**src/rtl/obm_pkg.sv**
```systemverilog
package obm_pkg;

    localparam int TICKERS_DEF    = 1024;
    localparam int ORDERS_DEF     = 16;
    localparam int PRICE_BITS_DEF = 16;
    localparam int QTY_BITS_DEF   = 16;
    localparam int MAX_RESULTS    = 32;
    localparam int TICK_W         = 10;
    localparam int FIELD_W        = 16;

    typedef enum logic [1:0] {
        ACT_ADD_BUY  = 2'd0,
        ACT_ADD_SELL = 2'd1,
        ACT_MATCH    = 2'd2,
        ACT_NONE     = 2'd3
    } t_action;

    typedef enum logic [1:0] {
        KIND_STORED  = 2'd0,
        KIND_DROPPED = 2'd1,
        KIND_TRADE   = 2'd2,
        KIND_DONE    = 2'd3
    } t_kind;

    typedef struct packed {
        logic [1:0]         action;
        logic [TICK_W-1:0]  ticker;
        logic [FIELD_W-1:0] price;
        logic [FIELD_W-1:0] quantity;
    } t_in_item;

    typedef struct packed {
        logic [1:0]         kind;
        logic [TICK_W-1:0]  ticker_out;
        logic [FIELD_W-1:0] buy_price;
        logic [FIELD_W-1:0] sell_price;
        logic [FIELD_W-1:0] traded_qty;
        logic               last;
    } t_out_item;

    // Controller to datapath.
    typedef struct packed {
        logic load_item;   // capture input item
        logic rd_fill;     // read fill counts
        logic wr_add;      // append order, bump fill
        logic rd_buy;      // read buy entry at buy index
        logic rd_sell;     // read sell entry at sell index
        logic trade;       // write back reduced quantities
        logic nxt_buy;     // advance buy index, clear sell index
        logic nxt_sell;    // advance sell index
        logic emit;        // load output register
        logic [1:0] kind;
    } t_cmd;

    // Datapath to controller.
    typedef struct packed {
        logic clr_busy;    // fill counts are still being cleared
        logic is_add;
        logic is_match;
        logic add_ok;
        logic buy_end;
        logic sell_end;
        logic buy_zero;
        logic sell_skip;   // zero quantity or price too high
        logic buy_filled;  // buy quantity reaches zero after this trade
        logic limit;       // trade budget used up
        logic out_busy;
    } t_sts;

endpackage

```
**src/rtl/obm_ctrl.sv**
```systemverilog
module obm_ctrl
    import obm_pkg::*;
(
    input  logic     i_clk,
    input  logic     i_rst_n,
    input  logic     i_in_valid,
    output logic     o_in_stall,
    input  t_sts     i_sts,
    output t_cmd     o_cmd
);

    typedef enum logic [7:0] {
        S_IDLE  = 8'b0000_0001,
        S_FILL  = 8'b0000_0010,
        S_DEC   = 8'b0000_0100,
        S_BUY   = 8'b0000_1000,
        S_BCHK  = 8'b0001_0000,
        S_SELL  = 8'b0010_0000,
        S_SCHK  = 8'b0100_0000,
        S_OUT   = 8'b1000_0000
    } t_state;

    t_state r_state, n_state;
    logic [1:0] r_kind, n_kind;

    always_ff @(posedge i_clk) begin
        if (!i_rst_n) begin
            r_state <= S_IDLE;
            r_kind  <= KIND_STORED;
        end else begin
            r_state <= n_state;
            r_kind  <= n_kind;
        end
    end

    assign o_in_stall = (r_state != S_IDLE) || i_sts.clr_busy;

    always_comb begin
        n_state = r_state;
        n_kind  = r_kind;
        o_cmd   = '0;
        o_cmd.kind = r_kind;
        case (r_state)
            S_IDLE: begin
                if (i_in_valid && !i_sts.clr_busy) begin
                    o_cmd.load_item = 1'b1;
                    n_state = S_FILL;
                end
            end
            S_FILL: begin
                o_cmd.rd_fill = 1'b1;
                n_state = S_DEC;
            end
            S_DEC: begin
                if (i_sts.is_add) begin
                    if (i_sts.add_ok) begin
                        o_cmd.wr_add = 1'b1;
                        n_kind = KIND_STORED;
                    end else begin
                        n_kind = KIND_DROPPED;
                    end
                    n_state = S_OUT;
                end else if (i_sts.is_match) begin
                    n_state = S_BUY;
                end else begin
                    n_state = S_IDLE;
                end
            end
            S_BUY: begin
                if (i_sts.buy_end) begin
                    n_kind  = KIND_DONE;
                    n_state = S_OUT;
                end else begin
                    o_cmd.rd_buy = 1'b1;
                    n_state = S_BCHK;
                end
            end
            S_BCHK: begin
                if (i_sts.buy_zero) begin
                    o_cmd.nxt_buy = 1'b1;
                    n_state = S_BUY;
                end else begin
                    n_state = S_SELL;
                end
            end
            S_SELL: begin
                if (i_sts.sell_end) begin
                    o_cmd.nxt_buy = 1'b1;
                    n_state = S_BUY;
                end else begin
                    o_cmd.rd_sell = 1'b1;
                    n_state = S_SCHK;
                end
            end
            S_SCHK: begin
                if (i_sts.sell_skip) begin
                    o_cmd.nxt_sell = 1'b1;
                    n_state = S_SELL;
                end else if (i_sts.limit) begin
                    n_kind  = KIND_DONE;
                    n_state = S_OUT;
                end else if (!i_sts.out_busy) begin
                    o_cmd.trade = 1'b1;
                    o_cmd.emit  = 1'b1;
                    o_cmd.kind  = KIND_TRADE;
                    if (i_sts.buy_filled) begin
                        o_cmd.nxt_buy = 1'b1;
                        n_state = S_BUY;
                    end else begin
                        o_cmd.nxt_sell = 1'b1;
                        n_state = S_SELL;
                    end
                end
            end
            S_OUT: begin
                if (!i_sts.out_busy) begin
                    o_cmd.emit = 1'b1;
                    n_state = S_IDLE;
                end
            end
            default: n_state = S_IDLE;
        endcase
    end

endmodule

```
**config.mk**
```make
export PLATFORM = sky130hd
export DESIGN_NAME = obm_ctrl
export DESIGN_NICKNAME = d
export VERILOG_FILES = /design/src/rtl/obm_pkg.sv /design/src/rtl/obm_ctrl.sv
export SDC_FILE = /design/constraint.sdc
export NUM_CORES = 1
export LEC_CHECK = 0
export BUFFER_PORTS_ARGS = -buffer_cell sky130_fd_sc_hd__buf_4
export CAP_MARGIN = 20
export CORE_MARGIN = 3
export CORE_UTILIZATION = 50
export CTS_CLUSTER_DIAMETER = 80
export DETAILED_ROUTE_END_ITERATION = 10
export GPL_TIMING_DRIVEN = 1
export PLACE_DENSITY = 0.8
export SYNTH_ARGS = -nofsm -noshare
export SYNTH_HDL_FRONTEND = slang
export SYNTH_SLANG_ARGS = --single-unit
```
**constraint.sdc**
```tcl
create_clock -name i_clk -period 4 [get_ports i_clk]
set_input_delay 0.2 -clock i_clk [delete_from_list [all_inputs] [get_ports i_clk]]
set_output_delay 0.2 -clock i_clk [all_outputs]
set_load 0.01 [all_outputs]
```
# Yosys cells after proc, flatten, opt, wreduce, memory -nomap -nowiden
# Cells that the tools add are included.
[word_totals]
register_bits = 10
in_bits = 14
[op_classes]
n_eq_ne = 16
muxes = 43
n_reduce_logical = 6
[ops]
columns = ["cell", "count"]
rows = [
  ["$pmux 8 s8", 1],
  ["$mux 8", 7],
  ["$mux 6", 4],
  ["$mux 1", 19],
  ["$mux 2", 6],
  ["$ne 2x2->1 const B", 6],
  ["$eq 8x1->1 const B", 1],
  ["$eq 8x2->1 const B", 1],
  ["$eq 8x3->1 const B", 1],
  ["$eq 8x4->1 const B", 1],
  ["$eq 8x5->1 const B", 1],
  ["$eq 8x6->1 const B", 1],
  ["$eq 8x7->1 const B", 1],
  ["$eq 8x8->1 const B", 1],
  ["$ne 8x1->1 const B", 1],
  ["$mux 7", 1],
  ["$pmux 2 s3", 1],
  ["$reduce_and 5->1", 1],
  ["$mux 4", 1],
  ["$ne 4x4->1 const B", 1],
  ["$mux 3", 1],
  ["$pmux 1 s3", 1],
  ["$reduce_and 3->1", 1],
  ["$reduce_bool 3->1", 1],
  ["other kinds (4)", 4],
]

# Logic depth before layout (Yosys ltp)
# Gate-level depths: netlist of run 1.
[depth]
word_depth = 5
depth_mapped = 4
depth_no_buf = 4

# Worst setup path before layout of run 1
# No wires, ideal clock.
[synth_path]
path_kind = "register to output"
from = "register r_state[2]"
to = "output port o_cmd[4] (netlist bit)"
arrival_ps = 1432
required_ps = 3800
path_slack_ps = 2368
stages_incl_launch_ff = 5
path_buffers = 0
cell_sequence = "dfxtp_1 > nor4_4 > nand3_1 > nor4_4 > a21bo_2"
[synth_lines]
columns = ["item", "line", "rtl"]
rows = [
  ["start, declared", "obm_ctrl.sv:23", "t_state r_state, n_state;"],
  ["start signal, assigned", "obm_ctrl.sv:31", "r_state <= n_state;"],
  ["end, declared", "obm_ctrl.sv:9", "output t_cmd o_cmd"],
]

==> results.py, run 1 <==
metrics = {
    "run": {
        "drv_cap": 0,
    },
    "timing": {
        "tns_ps": 0,
        "layout_min_cycle_time_ps": 2170,
        "worst_clock_skew_ps": 6.34,
        "finalCritPeriodShare_pct": 54.3,
        "setup_violations": 0,
        "rsz0062_at_grt": "false",
        "relSlewSlack_pct": 71.0,
        "hold-worst-slack_ps": 207,
        "max_freq_mhz": 460,
        "final_max_slew_viol_count": 0,
        "worstMarginPinSlew_ps": 432,
        "hold_violations": 0,
    },
    "power": {
        "p_leak_nw": 0.429,
        "p_per_area_nw_per_um2": 298,
        "switching_share_pct": 35.1,
        "power_frac_clock_pct": 23.2,
        "intPower_mw": 0.188,
        "p_switching_mw": 0.102,
        "p_seq_share_pct": 40.5,
        "p_comb_share_pct": 36.3,
        "ir_drop_mv": 0.221,
    },
    "floorplanning": {
        "dieArea_um2": 1990,
        "initial_utilization_pct": 55.1,
        "ioPinCount": 26,
        "placementRows": 13,
        "die_x_um": 44.6,
        "core_area_um2": 1350,
        "fp.dieH_um": 44.6,
    },
    "clocking": {
        "cts_max_level": 1,
        "hold_buffers": 0,
        "numCtsBuffers": 3,
        "clockBufferDepth": 2,
        "clk_pin_slew_worst_paths_ps": 70,
        "cts_root_buf": "clkbuf_4",
        "post_cts_buffers": 0,
        "cts_tree": "done",
        "ctsResizeCount": 0,
        "clock-sinks": 10,
        "clock_latency_ps": 260,
    },
    "worst_hold_path": {
        "hold_end": "r_state[0]$_SDFFE_PN1P_",
        "min_from": "i_sts[8]",
        "whs_path_depth": 2,
        "hp-class": "input pin to flop",
    },
    "synthesis": {
        "ys_seq_area_share_pct": 26.9,
        "synth_area_um2": 744,
        "synth_seq_cells": 10,
        "synth_top_area_share_pct": 26.9,
        "ys_types": 34,
        "synth_flop_cell": "dfxtp_1",
        "ys_top_cells_by_count": "10 x dfxtp_1, 10 x nor2_1, 7 x nand3_1",
        "synth-async-reset-ratio_pct": 0,
        "ys_top_cells_by_area": "dfxtp_1 27%, nor4_4 8.6%, nor2_1 5.0%",
        "ys_warn_count": 0,
        "synth_edf_count": 0,
        "avgSynthCellArea_um2": 8.76,
        "synth_fp_nets": 99,
        "synthCells": 85,
        "yosys.area.top_type": "dfxtp_1",
    },
    "placed_design": {
        "port_buffers": 25,
        "gp_congestion": 0.897,
        "dp_hpwl_um": 1630,
        "placed_area_um2": 951,
    },
    "critical_path": {
        "path_class": "flop to output port",
        "r2r-end": "r_state[3]$_SDFFE_PN0P_",
        "cp_max_fo": 8,
        "critPathSlowestCell": "nor4_4",
        "start_kind": "flop",
        "r2r_slack_ps": 2230,
        "cp_cell_sequence": "nor4_4 > nand3_1 > nor4_4 > a21bo_2 > buf_4",
        "crit_top_cell": "nor4_4",
        "worstSetupEndpointType": "output port",
        "crit_path_max_incr_delay_ps": 480,
        "required_ps": 3800,
        "crit-reg2reg-launch": "r_state[2]$_SDFFE_PN0P_",
        "worstPathArrival_ps": 1970,
        "worst_r2r_path_depth": 4,
    },
    "finish": {
        "num_antenna_cells": 0,
        "multi_input_area_um2": 533,
        "drive_gt1_share_pct": 37.2,
        "area_delta_synth_final_pct": 30.8,
        "fillers": 118,
        "utilization_pct": 72.1,
        "fin_area_um2": 973,
        "final-seq-area_um2": 200,
        "layout.nets": 129,
    },
    "grt": {
        "grt-ovfl-total": 0,
        "grt_start_max_net_pins": 9,
        "grt_pass1_wl_um": 3280,
        "grt_usage_pct": 22.0,
        "grt_pass1_vias": 753,
        "grt_antenna_before_repair": 0,
    },
    "drt": {
        "drtAntennaViolNets": 0,
        "route.detailed.drc": 0,
        "firstDrtPassIters": 4,
        "routed_wl_um": 1990,
        "wl_per_cell_um": 15.5,
        "via_per_inst": 6.20,
        "drt_iter0_drc": 10,
        "num_vias": 793,
    },
    "outcome": {
        "status": "completed",
    },
}
flip-flops by register name (all words and copies together), names as in the netlist:
register / cells
r_state: 8
r_kind: 2
layout by cell type, fill, tap and decap left out, types with 2 or more instances in the layout:
cell type,Yosys,routed
a32o_1,2,2
nor2_1,10,10
a21o_1,2,2
nor3b_2,2,2
nand3_1,7,7
nand3b_1,2,2
clkbuf_4,0,3
nor4_4,3,3
and2_1,3,3
nand4b_1,2,2
xor2_1,3,3
o221ai_1,2,2
nand2_1,5,5
dfxtp_1,10,10
buf_4,0,25
inv_1,3,3
nor2b_1,4,4
a21oi_1,3,3
o311a_1,2,2
or2_2,2,2
nand4_1,3,3
layout make-up:
| cell class | count | area share [%] |
|---|---|---|
| clock buffer | 3 | 2.31 |
| inverter | 3 | 1.16 |
| multi-input combinational | 72 | 54.8 |
| sequential | 10 | 20.6 |
| tap | 15 | 1.93 |
| timing repair buffer | 25 | 19.3 |
worst max-delay path: cells and delay by family, from the launching register on:
family,cells,cell delay (ps)
AO/OA/AOI/OAI,1,200
AND/OR/NAND/NOR,3,1030
buffers and inverters,1,110
flip-flops,1,390
how the worst max path moves through the flow:
stage                            start       end  slack (ps)  cells after the start
2_1_floorplan  r_state[2]$_SDFFE_PN0P_  o_cmd[4]        2370                      4
3_3_place_gp   r_state[2]$_SDFFE_PN0P_  o_cmd[4]        2240                      5
3_5_place_dp   r_state[2]$_SDFFE_PN0P_  o_cmd[4]        2160                      5
4_1_cts        r_state[2]$_SDFFE_PN0P_  o_cmd[4]        1860                      5
5_1_grt        r_state[2]$_SDFFE_PN0P_  o_cmd[4]        1700                      5
6_report       r_state[2]$_SDFFE_PN0P_  o_cmd[4]        1830                      5
cells by family (layout without fill, tap and decap cells):
kind of cell,after synthesis,count (layout),share of synthesized area (%)
flip-flops,10,10,26.9
multiplexers,1,1,1.51
AO/OA/AOI/OAI,19,19,20.3
XOR/XNOR,3,3,3.53
AND/OR/NAND/NOR,49,49,46.2
buffers and inverters,3,31,1.51
per-stage QoR:
| step | power, mW | setup slack, ps | std cells |
|---|---|---|---|
| 3_5_place_dp | 0.224 | 2160 | 125 |
| 3_3_place_gp | 0.221 | 2240 | 125 |
| 5_1_grt | 0.310 | 1700 | 128 |
| 4_1_cts | 0.290 | 1860 | 128 |
| 6_report | 0.290 | 1830 | 128 |
| 2_1_floorplan | 0.184 | 2370 | 85 |
routing by layer:
layer / global-route usage (%) / part of all wire, %
met5: 0 / 0
met3: 2.85 / 5.5
met4: 7.83 / 2.0
met2: 37.2 / 47
met1: 28.0 / 46
power groups by stage:
stage | logic (mW) | clock network, mW | registers [mW]
finish | 0.106 | 0.0674 | 0.118
global route | 0.116 | 0.0755 | 0.119
CTS | 0.105 | 0.0681 | 0.117
detailed placement | 0.104 | 0 | 0.120
global placement | 0.102 | 0 | 0.119
floorplan | 0.0669 | 0 | 0.117
Note: power is estimated with default switching activity, not from simulation.
==> inputs of run 2 (changes only) <==
CORE_UTILIZATION = 43   (was 50)
PLACE_DENSITY = 0.73   (was 0.8)
clock period = 1.74 ns   (was 4 ns; I/O delays follow)
==> run 2 against run 1 <==
The flow now finishes with violations (setup timing). First-iteration DRC count grew to 4.1 times the previous value. Sequential cell count is the same. Hold slack lost 130 ps. Clock skew grew 1.9 ps. Total power grew to 2.8 times the previous value. Global-route usage grew 0.49 points. Critical endpoint is now o_cmd[3]. Highest routed layer unchanged.
==> results.py, run 2 (synthesized netlist as in run 1, its figures left out) <==
metrics = {
    "floorplanning": {
        "initial_utilization_pct": 47.8,
        "ioPinCount": 26,
        "core_area_um2": 1560,
        "fp.dieH_um": 47.6,
        "placementRows": 14,
        "dieArea_um2": 2270,
        "die_x_um": 47.6,
    },
    "drt": {
        "wl_per_cell_um": 17.2,
        "drt_iter0_drc": 41,
        "route.detailed.drc": 0,
        "firstDrtPassIters": 4,
        "routed_wl_um": 2470,
        "wl_met2_um": 1160,
        "via_per_inst": 6.10,
        "dr.max_layer_used": "met4",
        "num_vias": 879,
        "drtAntennaViolNets": 0,
        "wl_met3_um": 213,
        "wl_met1_um": 1080,
    },
    "grt": {
        "grt_usage_pct": 22.5,
        "grt_antenna_before_repair": 0,
        "grt_pass1_vias": 804,
        "grt_pass1_wl_um": 3560,
        "grt_start_max_net_pins": 9,
        "grt-ovfl-total": 0,
    },
    "timing": {
        "finalCritPeriodShare_pct": 103,
        "final_max_slew_viol_count": 0,
        "worst_clock_skew_ps": 8.26,
        "hold-worst-slack_ps": 74.5,
        "layout_setup_ws_ps": -46.5,
        "rsz0062_at_grt": "true",
        "max_freq_mhz": 560,
        "relSlewSlack_pct": 73.6,
        "hold_violations": 0,
        "tns_ps": -119,
        "layout_min_cycle_time_ps": 1790,
        "worstMarginPinSlew_ps": 395,
        "setup_violations": 3,
    },
    "finish": {
        "layout.nets": 144,
        "largest_reg_flops": 8,
        "area_delta_synth_final_pct": 56.5,
        "drive_gt1_share_pct": 55.5,
        "fin_cells": 144,
        "largest_register": "r_state",
        "fillers": 116,
        "layout_commonest_cell": "buf_4",
        "layout_common_cells": "37 x buf_4, 10 x nor2_1, 6 x nand3_1, 5 x nand2_1, 5 x dfxtp_1",
        "reg.largest.list": "r_state (8), r_kind (2)",
        "num_antenna_cells": 0,
        "utilization_pct": 74.7,
    },
    "power": {
        "ir_drop_mv": 0.475,
        "p_seq_share_pct": 33.5,
        "p_switching_mw": 0.291,
        "intPower_mw": 0.514,
        "power_frac_clock_pct": 20.9,
        "p_per_area_nw_per_um2": 690,
        "total_power_mw": 0.804,
        "p_leak_nw": 0.519,
        "p_comb_share_pct": 45.6,
        "switching_share_pct": 36.1,
    },
    "worst_hold_path": {
        "whs_path_depth": 2,
        "hp-class": "input pin to flop",
        "min_from": "i_sts[8]",
    },
    "critical_path": {
        "worst_r2r_path_depth": 6,
        "cp_max_fo": 4,
        "critical_path_depth": 6,
        "worstSetupEndpointType": "output port",
        "worstPathArrival_ps": 1700,
        "critPathSlowestCell": "nor4_4",
        "path_class": "flop to output port",
        "worstSetupStartpoint": "r_state[5]$_SDFFE_PN0P_",
        "crit_buf_inv": 2,
        "crit-reg2reg-launch": "r_state[2]$_SDFFE_PN0P_",
        "path_delay_family": "simple AND/OR/NAND/NOR gates",
        "required_ps": 1650,
        "cp_cell_sequence": "nor4_4 > buf_4 > and3_4 > o21ai_4 > a21oi_2 > buf_4",
        "crit_path_max_incr_delay_ps": 370,
        "start_kind": "flop",
        "r2r_slack_ps": 60,
        "crit_top_cell": "buf_4",
    },
    "clocking": {
        "numCtsBuffers": 3,
        "cts_root_buf": "clkbuf_4",
        "clock-sinks": 10,
        "clock_latency_ps": 270,
        "cts_max_level": 1,
        "clk_pin_slew_worst_paths_ps": 70,
        "hold_buffers": 0,
        "clockBufferDepth": 2,
        "cts_tree": "done",
    },
    "placed_design": {
        "dp_hpwl_um": 1710,
        "port_buffers": 25,
        "dp_cells": 131,
        "gp_congestion": 0.870,
    },
    "outcome": {
        "violations": "setup timing",
        "status": "finished with violations",
    },
    "run": {
        "drv_cap": 0,
    },
}
## run 2: changes by cell type in the layout (fill, tap and decap cells not counted), moves of 2 or more
cell	change
dfxtp_1	-5
a21oi_2	+2
a21oi_1	-2
dfxtp_2	+4
buf_6	+3
buf_4	+12
## run 2: path summary, 6_finish.rpt
path | to
min | r_state[0]$_SDFFE_PN1P_
max | o_cmd[3]
max reg2reg | r_state[7]$_SDFFE_PN0P_
min reg2reg | r_state[5]$_SDFFE_PN0P_
## run 2: power groups by stage
stage | sequential [mW] | combinational, mW | clock (mW)
after floorplan | 0.269 | 0.154 | 0
after global placement | 0.274 | 0.261 | 0
after detailed placement | 0.275 | 0.265 | 0
after CTS | 0.268 | 0.314 | 0.171
after global routing | 0.273 | 0.391 | 0.181
final | 0.269 | 0.367 | 0.168
## run 2: what timing repair did
item / CTS / global route
buffers inserted: 8 / 2
endpoints found under the setup margin: 8 / 16
pin swaps: 8 / 5
resized for setup: 16 / 7
## run 2: layout make-up
cell class,instances,area (um2),area share [%]
Timing Repair Buffer,40,312,26.7
Tap cell,16,20.0,1.72
Sequential cell,10,209,17.9
Multi-Input combinational cell,72,591,50.7
Inverter,3,11.3,0.967
Clock buffer,3,22.5,1.93
## run 2: metrics by stage
step / instance area (um2) / worst slack (ps)
after floorplan: 744 / 221
after global placement: 990 / 174
after detailed placement: 990 / 136
after CTS: 1120 / -97.7
after global routing: 1160 / -137
final: 1160 / -46.5
## run 2: routing by layer
metal  global-route usage [%]  vias to the layer above
li1                         -                      413
met1                     30.9                      425
met2                     34.5                       37
met3                     7.89                        4
met4                     3.76                        0
met5                        0                        -
==> inputs of run 3 (changes only) <==
BUFFER_PORTS_ARGS = -buffer_cell sky130_fd_sc_hd__buf_2   (was -buffer_cell sky130_fd_sc_hd__buf_4)
==> run 3 against run 2 <==
The flow still finishes with violations (setup timing). First-iteration DRC count down 24%. Register-to-register slack improved by 30 ps. Setup slack better by 32 ps. Non-clock buffer count fell by 2. Cell area decreased by 4.0%. Total power rose by 3.7%.
==> results.py, run 3 (synthesized netlist as in run 1, its figures left out) <==
metrics = {
    "outcome": {
        "status": "finished with violations",
        "violations": "setup timing",
    },
    "timing": {
        "layout_min_cycle_time_ps": 1750,
        "setup_violations": 2,
        "worstMarginPinSlew_ps": 387,
        "layout_setup_ws_ps": -14.2,
        "relSlewSlack_pct": 74.2,
        "worst_clock_skew_ps": 0.206,
        "hold_violations": 0,
        "finalCritPeriodShare_pct": 101,
        "final_max_slew_viol_count": 0,
        "max_freq_mhz": 570,
        "rsz0062_at_grt": "true",
    },
    "clocking": {
        "clock-sinks": 10,
        "cts_max_level": 1,
        "cts_tree": "done",
        "numCtsBuffers": 3,
        "cts_root_buf": "clkbuf_4",
        "clockBufferDepth": 2,
        "clock_latency_ps": 280,
        "clk_pin_slew_worst_paths_ps": 70,
    },
    "critical_path": {
        "r2r_slack_ps": 90,
        "crit-reg2reg-launch": "r_state[0]$_SDFFE_PN1P_",
        "worstSetupEndpointType": "output port",
        "path_class": "flop to output port",
        "required_ps": 1650,
        "worst_r2r_path_depth": 6,
        "cp_max_fo": 5,
        "start_kind": "flop",
        "r2r-end": "r_state[7]$_SDFFE_PN0P_",
        "worstPathArrival_ps": 1670,
    },
    "power": {
        "p_leak_nw": 0.503,
        "p_per_area_nw_per_um2": 746,
        "ir_drop_mv": 0.539,
    },
    "finish": {
        "fin_area_um2": 1120,
        "num_antenna_cells": 0,
        "layout_common_cells": "21 x buf_2, 12 x buf_4, 9 x nor2_1, 7 x dfxtp_1, 6 x nand3_1",
        "largest_register": "r_state",
        "layout_commonest_cell": "buf_2",
        "layout.nets": 142,
        "area_delta_synth_final_pct": 50.3,
        "reg.largest.list": "r_state (8), r_kind (2)",
        "drive_gt1_share_pct": 52.8,
        "largest_reg_flops": 8,
    },
    "floorplanning": {
        "dieArea_um2": 2270,
        "fp.dieH_um": 47.6,
        "initial_utilization_pct": 47.8,
        "ioPinCount": 26,
        "core_area_um2": 1560,
        "die_x_um": 47.6,
        "placementRows": 14,
    },
    "drt": {
        "drt_iter0_drc": 31,
        "routed_wl_um": 2450,
        "num_vias": 899,
        "wl_per_cell_um": 17.1,
        "firstDrtPassIters": 4,
        "drtAntennaViolNets": 0,
        "route.detailed.drc": 0,
        "via_per_inst": 6.29,
    },
    "grt": {
        "grt_pass1_vias": 797,
        "grt_pass1_wl_um": 3530,
        "grt_start_max_net_pins": 9,
        "grt_usage_pct": 22.0,
        "grt_antenna_before_repair": 0,
        "grt-ovfl-total": 0,
    },
    "run": {
        "drv_cap": 0,
    },
    "worst_hold_path": {
        "whs_path_depth": 4,
        "hp-class": "input pin to flop",
        "hold_end": "r_state[4]$_SDFFE_PN0P_",
        "min_from": "i_sts[6]",
    },
    "placed_design": {
        "port_buffers": 25,
        "placed_area_um2": 920,
        "dp_hpwl_um": 1600,
        "gp_congestion": 0.893,
        "place_ws_ps": 106,
    },
}
## run 3: cell types whose count changed in the layout (fill, tap and decap cells not counted), moves of 2 or more
cell     before  now
nand2_1       5    3
buf_6         3    5
dfxtp_2       4    2
dfxtp_1       5    7
buf_4        37   12
buf_2         0   21
## run 3: cell type report
type                    instances  area (um2)
inverters                       3        11.3
fillers                       130         440
repair buffers                 38         251
flip-flops and latches         10         206
multi-input cells              72         593
well taps                      16        20.0
clock buffers                   4        36.3
## run 3: critical path, cell delays in order, from the launching register on
cell and delay (ps):
dfxtp_4 370, buf_4 140, nor2_2 240, nand3_4 140, nor4_4 220, a21bo_2 190, buf_6 90
## run 3: power by group
part | internal (mW) | leakage, nW | switching (mW)
clock network | 0.127 | 0.0210 | 0.0934
logic | 0.169 | 0.399 | 0.173
registers | 0.244 | 0.0829 | 0.0280
total | 0.541 | 0.503 | 0.294
## run 3: repair_timing
action	4_1_cts	5_1_grt
setup endpoints to repair	8	10
hold buffers	0	0
buffers inserted	4	5
gates resized for setup	6	19
pin swaps	2	2
## run 3: layer usage
layer	wire length (um)	part of all wire (%)	vias to the layer above	global-route usage [%]
li1	-	-	413	-
met1	1010	41	412	29.6
met4	72	2.9	0	11.8
met5	0	0	-	0
met2	1160	48	62	32.6
met3	199	8.1	12	4.89
## run 3: per-stage QoR
step	utilization, %	hold slack [ps]	instances	TNS, ps	power, mW
2_1_floorplan	-	207	85	0	0.423
3_3_place_gp	59.0	372	130	0	0.498
3_5_place_dp	59.0	389	130	0	0.502
4_1_cts	64.8	103	138	0	0.750
5_1_grt	71.7	112	143	-412	0.871
6_report	71.7	88.6	143	-14.3	0.834
## run 3: how the worst max path moves through the flow
| stage | startpoint | endpoint | slack (ps) | cells after the start |
|---|---|---|---|---|
| after floorplan | r_state[2]$_SDFFE_PN0P_ | o_cmd[4] | 220 | 4 |
| after global placement | r_state[2]$_SDFFE_PN0P_ | o_cmd[4] | 150 | 5 |
| after detailed placement | r_state[2]$_SDFFE_PN0P_ | r_state[5]$_SDFFE_PN0P_ | 110 | 4 |
| after CTS | r_state[3]$_SDFFE_PN0P_ | o_cmd[4] | 3 | 6 |
| after global routing | r_state[1]$_SDFFE_PN0P_ | o_cmd[4] | -90 | 6 |
| final | r_state[1]$_SDFFE_PN0P_ | o_cmd[4] | -10 | 6 |
